--- src/pru_ram.sv ---
// Generic single-write, single-read RAM with registered read data.
module pru_ram #(
    parameter  int WIDTH  = 8,
    parameter  int DEPTH  = 16,
    localparam int ADDR_W = $clog2(DEPTH)
) (
    input  logic              aclk,
    input  logic              we,
    input  logic [ADDR_W-1:0] waddr,
    input  logic [WIDTH-1:0]  wdata,
    input  logic              re,
    input  logic [ADDR_W-1:0] raddr,
    output logic [WIDTH-1:0]  rdata
);

    logic [WIDTH-1:0] mem [DEPTH];

    always_ff @(posedge aclk) begin
        if (we) begin
            mem[waddr] <= wdata;
        end
        if (re) begin
            rdata <= mem[raddr];
        end
    end

endmodule

--- config.mk ---
export PLATFORM = sky130hd
export DESIGN_NAME = pru_ram
export DESIGN_NICKNAME = d
export VERILOG_FILES = /design/src/pru_ram.sv
export SDC_FILE = /design/constraint.sdc
export NUM_CORES = 1
export LEC_CHECK = 0
export BUFFER_PORTS_ARGS = -buffer_cell sky130_fd_sc_hd__buf_2
export CORE_MARGIN = 3
export CORE_UTILIZATION = 65
export CTS_CLUSTER_DIAMETER = 50
export CTS_CLUSTER_SIZE = 24
export DETAILED_ROUTE_END_ITERATION = 8
export PLACE_DENSITY_LB_ADDON = 0.2
export SLEW_MARGIN = 30
export SYNTH_ARGS = -nofsm -noshare
export SYNTH_HDL_FRONTEND = slang
export SYNTH_SLANG_ARGS = --single-unit
--- constraint.sdc ---
create_clock -name aclk -period 3.41 [get_ports aclk]
set_input_delay 0.1705 -clock aclk [delete_from_list [all_inputs] [get_ports aclk]]
set_output_delay 0.1705 -clock aclk [all_outputs]
set_load 0.05 [all_outputs]
Word-level counts from Yosys, hierarchy flattened
Memory sizes are Yosys's and may differ from the RTL's. A register that Yosys moved wholly into a read port is not among the register bits.
Cells that the tools add are included.
{"block": "word_totals", "regBits": 0, "ramBits": 128, "in_bits": 19, "out_inout_bits": 8, "word_cells": 3, "n_memories": 1}
{"name": "mem", "words": 16, "word_bits": 8, "rd": 1, "rd_clocked_by_memory_dff": 1, "wr": 1, "line_no": "16", "rtl": "logic [WIDTH-1:0] mem [DEPTH];"}
{"block": "classes", "muxes": 2}
{"op": "1-bit two-way mux", "n": 2}

Depth between registers and ports, before layout
Gate-level depths: netlist of the first run.
{"block": "depth", "depth_word": 2, "depth_mapped": 5, "depth_no_buf": 3}

Worst setup path before layout of the first run
OpenSTA, ideal clock, no wires.
{"block": "synth_timing", "kind": "input-to-reg", "from": "input port waddr[2]", "to": "memory mem[0][0] (enable)", "arrival_time_ns": 1.280, "required_ns": 3.027, "path_slack_ns": 1.747, "cell_stages": 2, "path_buffers": 0, "cell_sequence": "or3b_2 -> nor3_1"}
{"element": "start, declared", "line_no": "9", "rtl": "input logic [ADDR_W-1:0] waddr,"}
{"element": "end, declared", "line_no": "16"}
Straight into the memory's write port.

==> results.py, run 1 <==
metrics = {
    "global_route": {
        "grt_pass1_vias": 2576,
        "grt_use_total_pct": 26.22,
        "grt_overflow_total": 0,
        "grt_max_degree": 33,
        "grt_pass1_wl_um": 15680,
        "grt_antenna_before_repair": 0,
    },
    "placed_design": {
        "place.gp.congestion": 0.7216,
        "dp_hpwl_um": 5734,
        "io_buffers": 26,
        "dp_slack_ps": 1222,
    },
    "logic_synthesis": {
        "synth_area_um2": 5228,
        "ys_types": 18,
        "ys_seq_area_share_pct": 78.12,
        "yosysWarnings": 0,
        "avgSynthCellArea_um2": 22.83,
        "synth_cells": 229,
        "syn-num-nets": 248,
        "synth-seq-cells": 136,
    },
    "pwr": {
        "pwr-share-comb_pct": 5.0,
        "clockPowerShare_pct": 45.7,
        "cellLeakagePower_uw": 0.002016,
        "pwr_density_cell_nw_per_um2": 639.0,
        "p_int_uw": 3052,
        "p_switching_uw": 793.8,
        "switching_share_pct": 20.64,
        "vdd_drop_max_mv": 0.4666,
        "p_seq_share_pct": 49.3,
    },
    "cts": {
        "cts_setup_buffers": 0,
        "cts_buffers": 17,
        "cts_sinks": 136,
        "clkLatencyLatePin_ps": 520,
        "cts_resized": 0,
        "cts_buffer_depth": 2,
        "cts-htree-levels": 4,
        "cts_root_buffer": "clkbuf_8",
        "cts_tree": "done",
        "cts_hold_buf": 0,
        "clkSlewWorstSetupHoldPaths_ps": 60,
    },
    "die": {
        "ios": 27,
        "coreArea_um2": 7767,
        "num_rows": 32,
        "start_util_pct": 67.30,
        "die_area_um2": 9155,
        "die_h_um": 95.68,
        "die_x_um": 95.68,
    },
    "detailed_routing": {
        "post_drt_wl_per_cell_um": 27.86,
        "drtPass1Iterations": 4,
        "vias": 2491,
        "drt_iter0_drc": 254,
        "drc": 0,
        "via_per_inst": 6.487,
        "routed_wl_um": 10700,
        "ant_nets": 0,
    },
    "critical_path": {
        "crit_start": "raddr[0]",
        "cp_max_fo": 21,
        "regToRegStartpoint": "mem[9][3]$_DFFE_PP_",
        "arrival_ps": 1950,
        "required_ps": 3670,
        "crit_type": "primary input to flip-flop",
        "r2r_setup_slack_ps": 1740,
        "end_kind": "flip-flop",
        "cp-start-kind": "primary input",
    },
    "finish": {
        "n_antenna_cell": 0,
        "drive_gt1_share_pct": 28.37,
        "areaGrowthSynthToFinish_pct": 15.13,
        "nets": 289,
    },
    "sta": {
        "rsz0062_at_grt": "false",
        "period_needed_ps": 1693,
        "finalWorstSetupSlack_ps": 1717,
        "finClkSkew_ps": 8.249,
        "setup-violations-final": 0,
        "hold_violations": 0,
        "slew_headroom_pct": 37.82,
        "tightest_slew_ps": 929.2,
        "finalMaxSlewViolations": 0,
        "setup_tns_ps": 0,
        "finalCritPeriodShare_pct": 49.66,
        "clock.fmax_mhz": 590.5,
    },
    "min_path": {
        "hold_class": "primary input to flip-flop",
        "min_from": "re",
    },
    "run_status": {
        "outcome": "complete, no violations",
    },
    "run": {
        "maxCapViolCount": 0,
    },
}
power groups by stage:
stage,sequential [µW],combinational [µW],clock [µW]
floorplan,1950,95.0,0
global placement,1930,184,0
detailed placement,1930,189,0
CTS,1900,195,1770
global route,1900,207,1840
finish,1900,194,1760
cells by family after synthesis:
| group | synth area share, % |
|---|---|
| DFF | 78.12 |
| buffers and inverters | 1.651 |
| AOI/OAI and AO/OA | 2.298 |
| and+or+nand+nor | 3.136 |
| muxes | 14.79 |
layout make-up:
type | instances | area [µm²]
Sequential cell | 136 | 4084
Timing Repair Buffer | 32 | 175.2
Tap cell | 102 | 127.6
Clock inverter | 14 | 157.7
Clock buffer | 17 | 414.1
Fill cell | 398 | 1749
Multi-Input combinational cell | 83 | 1060
critical path, cell delays in order:
cell and delay (ps):
buf_2 550, buf_4 320, mux4_1 600, a22oi_1 230
nand2_1 70
per-layer routing:
layer	track usage, %	wire length [µm]
met1	36.44	4277
met2	40.47	5389
met3	5.919	853
met4	11.85	177
met5	0	0
path summary, 6_finish.rpt:
path / depth (start not counted) / endpoint
worst max-delay path: 5 / rdata[1]$_DFFE_PP_
worst min-delay path: 1 / rdata[5]$_DFFE_PP_
worst max register to register: 3 / rdata[3]$_DFFE_PP_
worst min register to register: 3 / rdata[2]$_DFFE_PP_
synth_stat cells:
cell	number	area, µm²
a22oi_1	16	120.1
and2_1	1	6.260
and2b_1	1	7.510
buf_2	3	15.01
buf_4	1	7.510
buf_6	3	33.78
clkdlybuf4s25_2	3	30.03
edfxtp_1	136	4084
mux4_1	14	367.9
mux4_2	18	405.4
nand2_1	9	33.78
nand2b_1	2	12.51
nand3_1	1	5.000
nand3b_1	2	15.01
nor2_1	13	48.80
nor2b_1	1	6.260
nor3_1	4	20.02
or3b_2	1	8.760
registers in the layout, indices dropped and copies added (netlist names):
signal and flops:
mem 128, rdata 8
cells in the final DEF (no fill, tap or decap), types with 2 or more instances in the layout:
cell type	netlist	layout
a22oi_1	16	16
buf_2	3	26
buf_4	1	6
bufinv_16	0	3
clkbuf_16	0	16
clkinv_1	0	3
clkinv_2	0	3
clkinv_4	0	2
clkinvlp_4	0	2
edfxtp_1	136	136
mux4_1	14	14
mux4_2	18	18
nand2_1	9	9
nand2b_1	2	2
nand3b_1	2	2
nor2_1	13	12
nor3_1	4	4
per-stage QoR:
| stage | hold slack [ps] | std cells | cell area (µm²) | util, % | total power (µW) |
|---|---|---|---|---|---|
| after floorplan | 269.4 | 229 | 5228 | - | 2050 |
| after global placement | 543.3 | 353 | 5444 | 70.09 | 2111 |
| after detailed placement | 543.9 | 353 | 5444 | 70.09 | 2117 |
| after CTS | 9.840 | 384 | 6016 | 77.45 | 3866 |
| after global routing | 25.99 | 384 | 6018 | 77.48 | 3946 |
| final | 24.74 | 384 | 6018 | 77.48 | 3846 |
Power figures use the tool's default switching activity.
==> run 2: changes to the inputs <==
- CORE_UTILIZATION: 65 -> 54
- clock period: 3.41 -> 1.48 ns (I/O delays scaled with it)
==> results.py, run 2 (synthesized netlist as in run 1, its figures left out) <==
metrics = {
    "finish": {
        "n_antenna_cell": 0,
        "largest_register_ffs": 128,
        "nets": 317,
        "final_util_pct": 67.50,
        "areaGrowthSynthToFinish_pct": 20.44,
        "mostFrequentLayoutCell": "edfxtp_1",
        "layout_common_cells": "136 x edfxtp_1, 26 x buf_2, 23 x buf_4, 22 x mux4_2, 16 x clkbuf_16",
        "top_register": "mem",
        "drive_gt1_share_pct": 35.69,
        "top_regs": "mem (128), rdata (8)",
    },
    "cts": {
        "cts-htree-levels": 4,
        "clkLatencyLatePin_ps": 500,
        "cts_root_buffer": "clkbuf_8",
        "clkSlewWorstSetupHoldPaths_ps": 60,
        "cts_setup_buffers": 0,
        "cts_tree": "done",
        "cts_buffer_depth": 2,
        "cts_sinks": 136,
        "cts_buffers": 17,
    },
    "placed_design": {
        "dp_slack_ps": -145.2,
        "dp_hpwl_um": 6541,
        "io_buffers": 26,
        "place.gp.congestion": 0.7616,
    },
    "pwr": {
        "cellLeakagePower_uw": 0.002131,
        "switching_share_pct": 21.71,
        "pwr_density_cell_nw_per_um2": 1372,
        "p_int_uw": 6762,
        "vdd_drop_max_mv": 0.8123,
        "p_seq_share_pct": 50.5,
        "p_switching_uw": 1875,
        "clockPowerShare_pct": 43.7,
        "power.total_uw": 8637,
        "pwr-share-comb_pct": 5.8,
    },
    "global_route": {
        "grt_pass1_wl_um": 15810,
        "grt_pass1_vias": 2639,
        "grt_max_degree": 33,
        "grt_antenna_before_repair": 0,
        "grt_overflow_total": 0,
        "grt_use_total_pct": 20.16,
    },
    "critical_path": {
        "required_ps": 1730,
        "crit_type": "flip-flop to flip-flop",
        "cp.depth": 3,
        "end_kind": "flip-flop",
        "cp-start-kind": "flip-flop",
        "crit_family": "multiplexers",
        "path_buf_inv": 0,
        "path_cells": "mux4_1 -> a22oi_1 -> nand2_1",
        "reg2regPathDepth": 3,
        "crit_path_max_incr_delay_ps": 550,
        "critPathSlowestCell": "mux4_1",
        "arrival_ps": 1700,
        "cp_max_fo": 1,
    },
    "die": {
        "coreArea_um2": 9328,
        "die_h_um": 104.4,
        "num_rows": 35,
        "start_util_pct": 56.04,
        "die_area_um2": 10900,
        "die_x_um": 104.4,
        "ios": 27,
    },
    "sta": {
        "tightest_slew_ps": 1038,
        "period_needed_ps": 1446,
        "setup-violations-final": 0,
        "finalWorstSetupSlack_ps": 33.84,
        "finalMaxSlewViolations": 0,
        "slew_headroom_pct": 30.53,
        "finalCritPeriodShare_pct": 97.71,
        "rsz0062_at_grt": "true",
        "clock.fmax_mhz": 691.5,
        "finClkSkew_ps": 7.758,
        "hold_violations": 0,
    },
    "detailed_routing": {
        "via_per_inst": 5.743,
        "drt_iter0_drc": 253,
        "routed_wl_um": 10150,
        "drtPass1Iterations": 4,
        "ant_nets": 0,
        "post_drt_wl_per_cell_um": 23.07,
        "drc": 0,
        "vias": 2527,
    },
    "min_path": {
        "hold_class": "primary input to flip-flop",
        "min_path_cells": 3,
    },
    "run": {
        "maxCapViolCount": 0,
    },
    "run_status": {
        "outcome": "complete, no violations",
    },
}
-- run 2: path summary, 6_finish.rpt --
path | start | end | slack [ps]
worst max-delay path | mem[4][3]$_DFFE_PP_ | rdata[3]$_DFFE_PP_ | 30
worst min-delay path | waddr[0] | mem[0][4]$_DFFE_PP_ | 130
worst max register to register | mem[4][3]$_DFFE_PP_ | rdata[3]$_DFFE_PP_ | 30
worst min register to register | mem[14][2]$_DFFE_PP_ | rdata[2]$_DFFE_PP_ | 760
-- run 2: area by class of cell --
type,count,area [µm²]
tap,129,161.4
fill,617,3032
multi-input combinational,83,1072
sequential,136,4084
timing repair buffer,60,432.9
clock inverter,15,131.4
clock buffer,17,414.1
-- run 2: power groups by stage --
stage | Sequential [µW] | Combinational (µW) | Clock [µW]
global route | 4370 | 541 | 4010
finish | 4360 | 501 | 3770
global placement | 4440 | 464 | 0
CTS | 4360 | 498 | 3830
floorplan | 4500 | 219 | 0
detailed placement | 4440 | 475 | 0
-- run 2: per-stage QoR --
stage | area [µm²] | instances | TNS (ps) | hold slack [ps]
4_1_cts | 6296 | 440 | 0 | 108.4
6_report | 6296 | 440 | 0 | 132.9
2_1_floorplan | 5233 | 229 | 0 | 172.9
5_1_grt | 6296 | 440 | -33.93 | 137.9
3_3_place_gp | 5650 | 399 | -459.8 | 446.6
3_5_place_dp | 5650 | 399 | -649.8 | 446.6
-- run 2: layer usage --
layer / global-route usage [%] / up-vias / share of wire, %
li1: - / 1119 / -
met1: 29.17 / 1315 / 43
met2: 31.27 / 87 / 50
met3: 4.904 / 6 / 5.7
met4: 5.413 / 0 / 0.74
met5: 0 / - / 0
-- run 2: repair_timing --
| item | CTS | global route |
|---|---|---|
| gates resized for setup | 2 | 7 |
| pin swaps | 0 | 2 |
| hold buffers | 9 | 0 |
| endpoints found under the hold margin | 136 | 0 |
| setup endpoints to repair | 2 | 5 |
| cloned | 0 | 0 |
-- run 2: worst min-delay path, stage by stage --
cell,delay [ps]
buf_2,140
nor3_2,60
buf_4,180
==> run 3: changes to the inputs <==
==> constraint.sdc (replaced) <==
create_clock -name aclk -period 1.48 [get_ports aclk]
set_input_delay 0 -clock aclk [delete_from_list [all_inputs] [get_ports aclk]]
set_output_delay 0 -clock aclk [all_outputs]
set_load 0.05 [all_outputs]
==> results.py, run 3 (synthesized netlist as in run 1, its figures left out) <==
metrics = {
    "detailed_routing": {
        "drc": 0,
        "vias": 2578,
        "routed_wl_um": 10170,
        "via_per_inst": 5.793,
        "post_drt_wl_per_cell_um": 22.85,
        "ant_nets": 0,
        "drt_iter0_drc": 224,
        "drtPass1Iterations": 5,
    },
    "finish": {
        "fin_area_um2": 6404,
        "top_register": "mem",
        "largest_register_ffs": 128,
        "fill_cells": 573,
        "regArea_um2": 4084,
        "top_regs": "mem (128), rdata (8)",
        "nets": 323,
        "n_antenna_cell": 0,
        "areaGrowthSynthToFinish_pct": 22.50,
        "fin_cells": 445,
        "final_util_pct": 68.65,
        "drive_gt1_share_pct": 35.76,
        "mostFrequentLayoutCell": "edfxtp_1",
        "multi_input_area_um2": 1094,
        "layout_common_cells": "136 x edfxtp_1, 28 x buf_4, 26 x buf_2, 19 x mux4_2, 16 x clkbuf_16",
    },
    "sta": {
        "finalMaxSlewViolations": 0,
        "hold_violations": 0,
        "tightest_slew_ps": 492.1,
        "rsz0062_at_grt": "false",
        "finalCritPeriodShare_pct": 97.46,
        "finClkSkew_ps": 4.889,
        "clock.fmax_mhz": 693.3,
        "hold_ws_ps": 41.53,
        "slew_headroom_pct": 67.20,
        "period_needed_ps": 1442,
        "setup-violations-final": 0,
    },
    "cts": {
        "cts-htree-levels": 4,
        "cts_setup_buffers": 0,
        "cts_root_buffer": "clkbuf_8",
        "cts_buffers": 17,
        "clkSlewWorstSetupHoldPaths_ps": 60,
        "cts_buffer_depth": 2,
        "cts_sinks": 136,
        "cts_tree": "done",
        "clkLatencyLatePin_ps": 510,
    },
    "global_route": {
        "grt_overflow_total": 0,
        "grt_max_degree": 17,
        "grt_antenna_before_repair": 0,
        "grt_pass1_wl_um": 16080,
        "grt_pass1_vias": 2732,
        "grt_use_total_pct": 20.43,
    },
    "placed_design": {
        "post_dp_cell_area_um2": 5708,
        "place.gp.congestion": 0.7271,
        "dp_hpwl_um": 6832,
        "io_buffers": 26,
        "dpl.cell_count": 405,
    },
    "critical_path": {
        "timing.rr.end": "rdata[3]$_DFFE_PP_",
        "regToRegStartpoint": "mem[9][3]$_DFFE_PP_",
        "cp-start-kind": "flip-flop",
        "reg2regPathDepth": 3,
        "critPathCapture": "rdata[3]$_DFFE_PP_",
        "cp_max_fo": 1,
        "required_ps": 1740,
        "crit_type": "flip-flop to flip-flop",
        "arrival_ps": 1700,
        "r2r_setup_slack_ps": 40,
        "end_kind": "flip-flop",
        "crit_start": "mem[9][3]$_DFFE_PP_",
    },
    "pwr": {
        "power.total_uw": 8893,
        "vdd_drop_max_mv": 0.7290,
        "pwr_density_cell_nw_per_um2": 1389,
        "switching_share_pct": 20.25,
        "p_seq_share_pct": 49.1,
        "p_switching_uw": 1801,
        "pwr-share-comb_pct": 5.7,
        "clockPowerShare_pct": 45.2,
        "p_int_uw": 7092,
        "cellLeakagePower_uw": 0.002193,
    },
    "run": {
        "maxCapViolCount": 0,
    },
    "die": {
        "num_rows": 35,
        "die_x_um": 104.4,
        "coreArea_um2": 9328,
        "start_util_pct": 56.04,
        "ios": 27,
        "die_h_um": 104.4,
        "die_area_um2": 10900,
    },
    "run_status": {
        "outcome": "complete, no violations",
    },
    "min_path": {
        "min_path_cells": 3,
        "hold_class": "primary input to flip-flop",
    },
}
## run 3: per-layer routing
layer  part of all wire (%)  GRT usage (%)  vias to the layer above
li1                       -              -                     1125
met5                      0              0                        -
met4                    2.0          6.933                        0
met2                     50          32.33                      102
met3                    5.0          4.655                       17
met1                     43          28.49                     1334
## run 3: how the worst min path moves through the flow
stage / from / end / slack [ps]
4_1_cts: waddr[0] / mem[0][4]$_DFFE_PP_ / 30
2_1_floorplan: wdata[0] / mem[0][0]$_DFFE_PP_ / 100
3_3_place_gp: re / rdata[6]$_DFFE_PP_ / 380
6_report: waddr[0] / mem[0][7]$_DFFE_PP_ / 40
3_5_place_dp: re / rdata[4]$_DFFE_PP_ / 380
5_1_grt: waddr[0] / mem[0][4]$_DFFE_PP_ / 40
## run 3: critical path: stages (launching register included)
cell and delay (ps):
edfxtp_1 380, mux4_1 550, a22oi_2 200, nand2_1 70
## run 3: layout make-up
type                       instances  area share [%]
tap                              129           2.521
multi-input combinational         83           17.08
clock buffer                      18           6.526
clock inverter                    13           2.442
sequential                       136           63.77
timing repair buffer              66           7.659
## run 3: power by group through the flow
stage          clock network [µW]  registers (µW)  logic [µW]
6_report                     4020            4370         510
5_1_grt                      4250            4370         550
3_5_place_dp                    0            4450         480
3_3_place_gp                    0            4440         476
2_1_floorplan                   0            4500         219
4_1_cts                      4060            4370         506
## run 3: repair_timing
item                                    CTS  global route
hold buffers                              9             0
pin swaps                                 1             1
endpoints found under the setup margin    2             5
hold endpoints to repair                136             0
resized for setup                         3             5
## run 3: stage by stage
| step | setup TNS [ps] | setup WS [ps] |
|---|---|---|
| after floorplan | 0 | 168.6 |
| after global placement | -439.1 | -193.6 |
| after detailed placement | -585.0 | -188.7 |
| after CTS | 0 | 4.092 |
| after global routing | 0 | 2.421 |
| final | 0 | 37.60 |
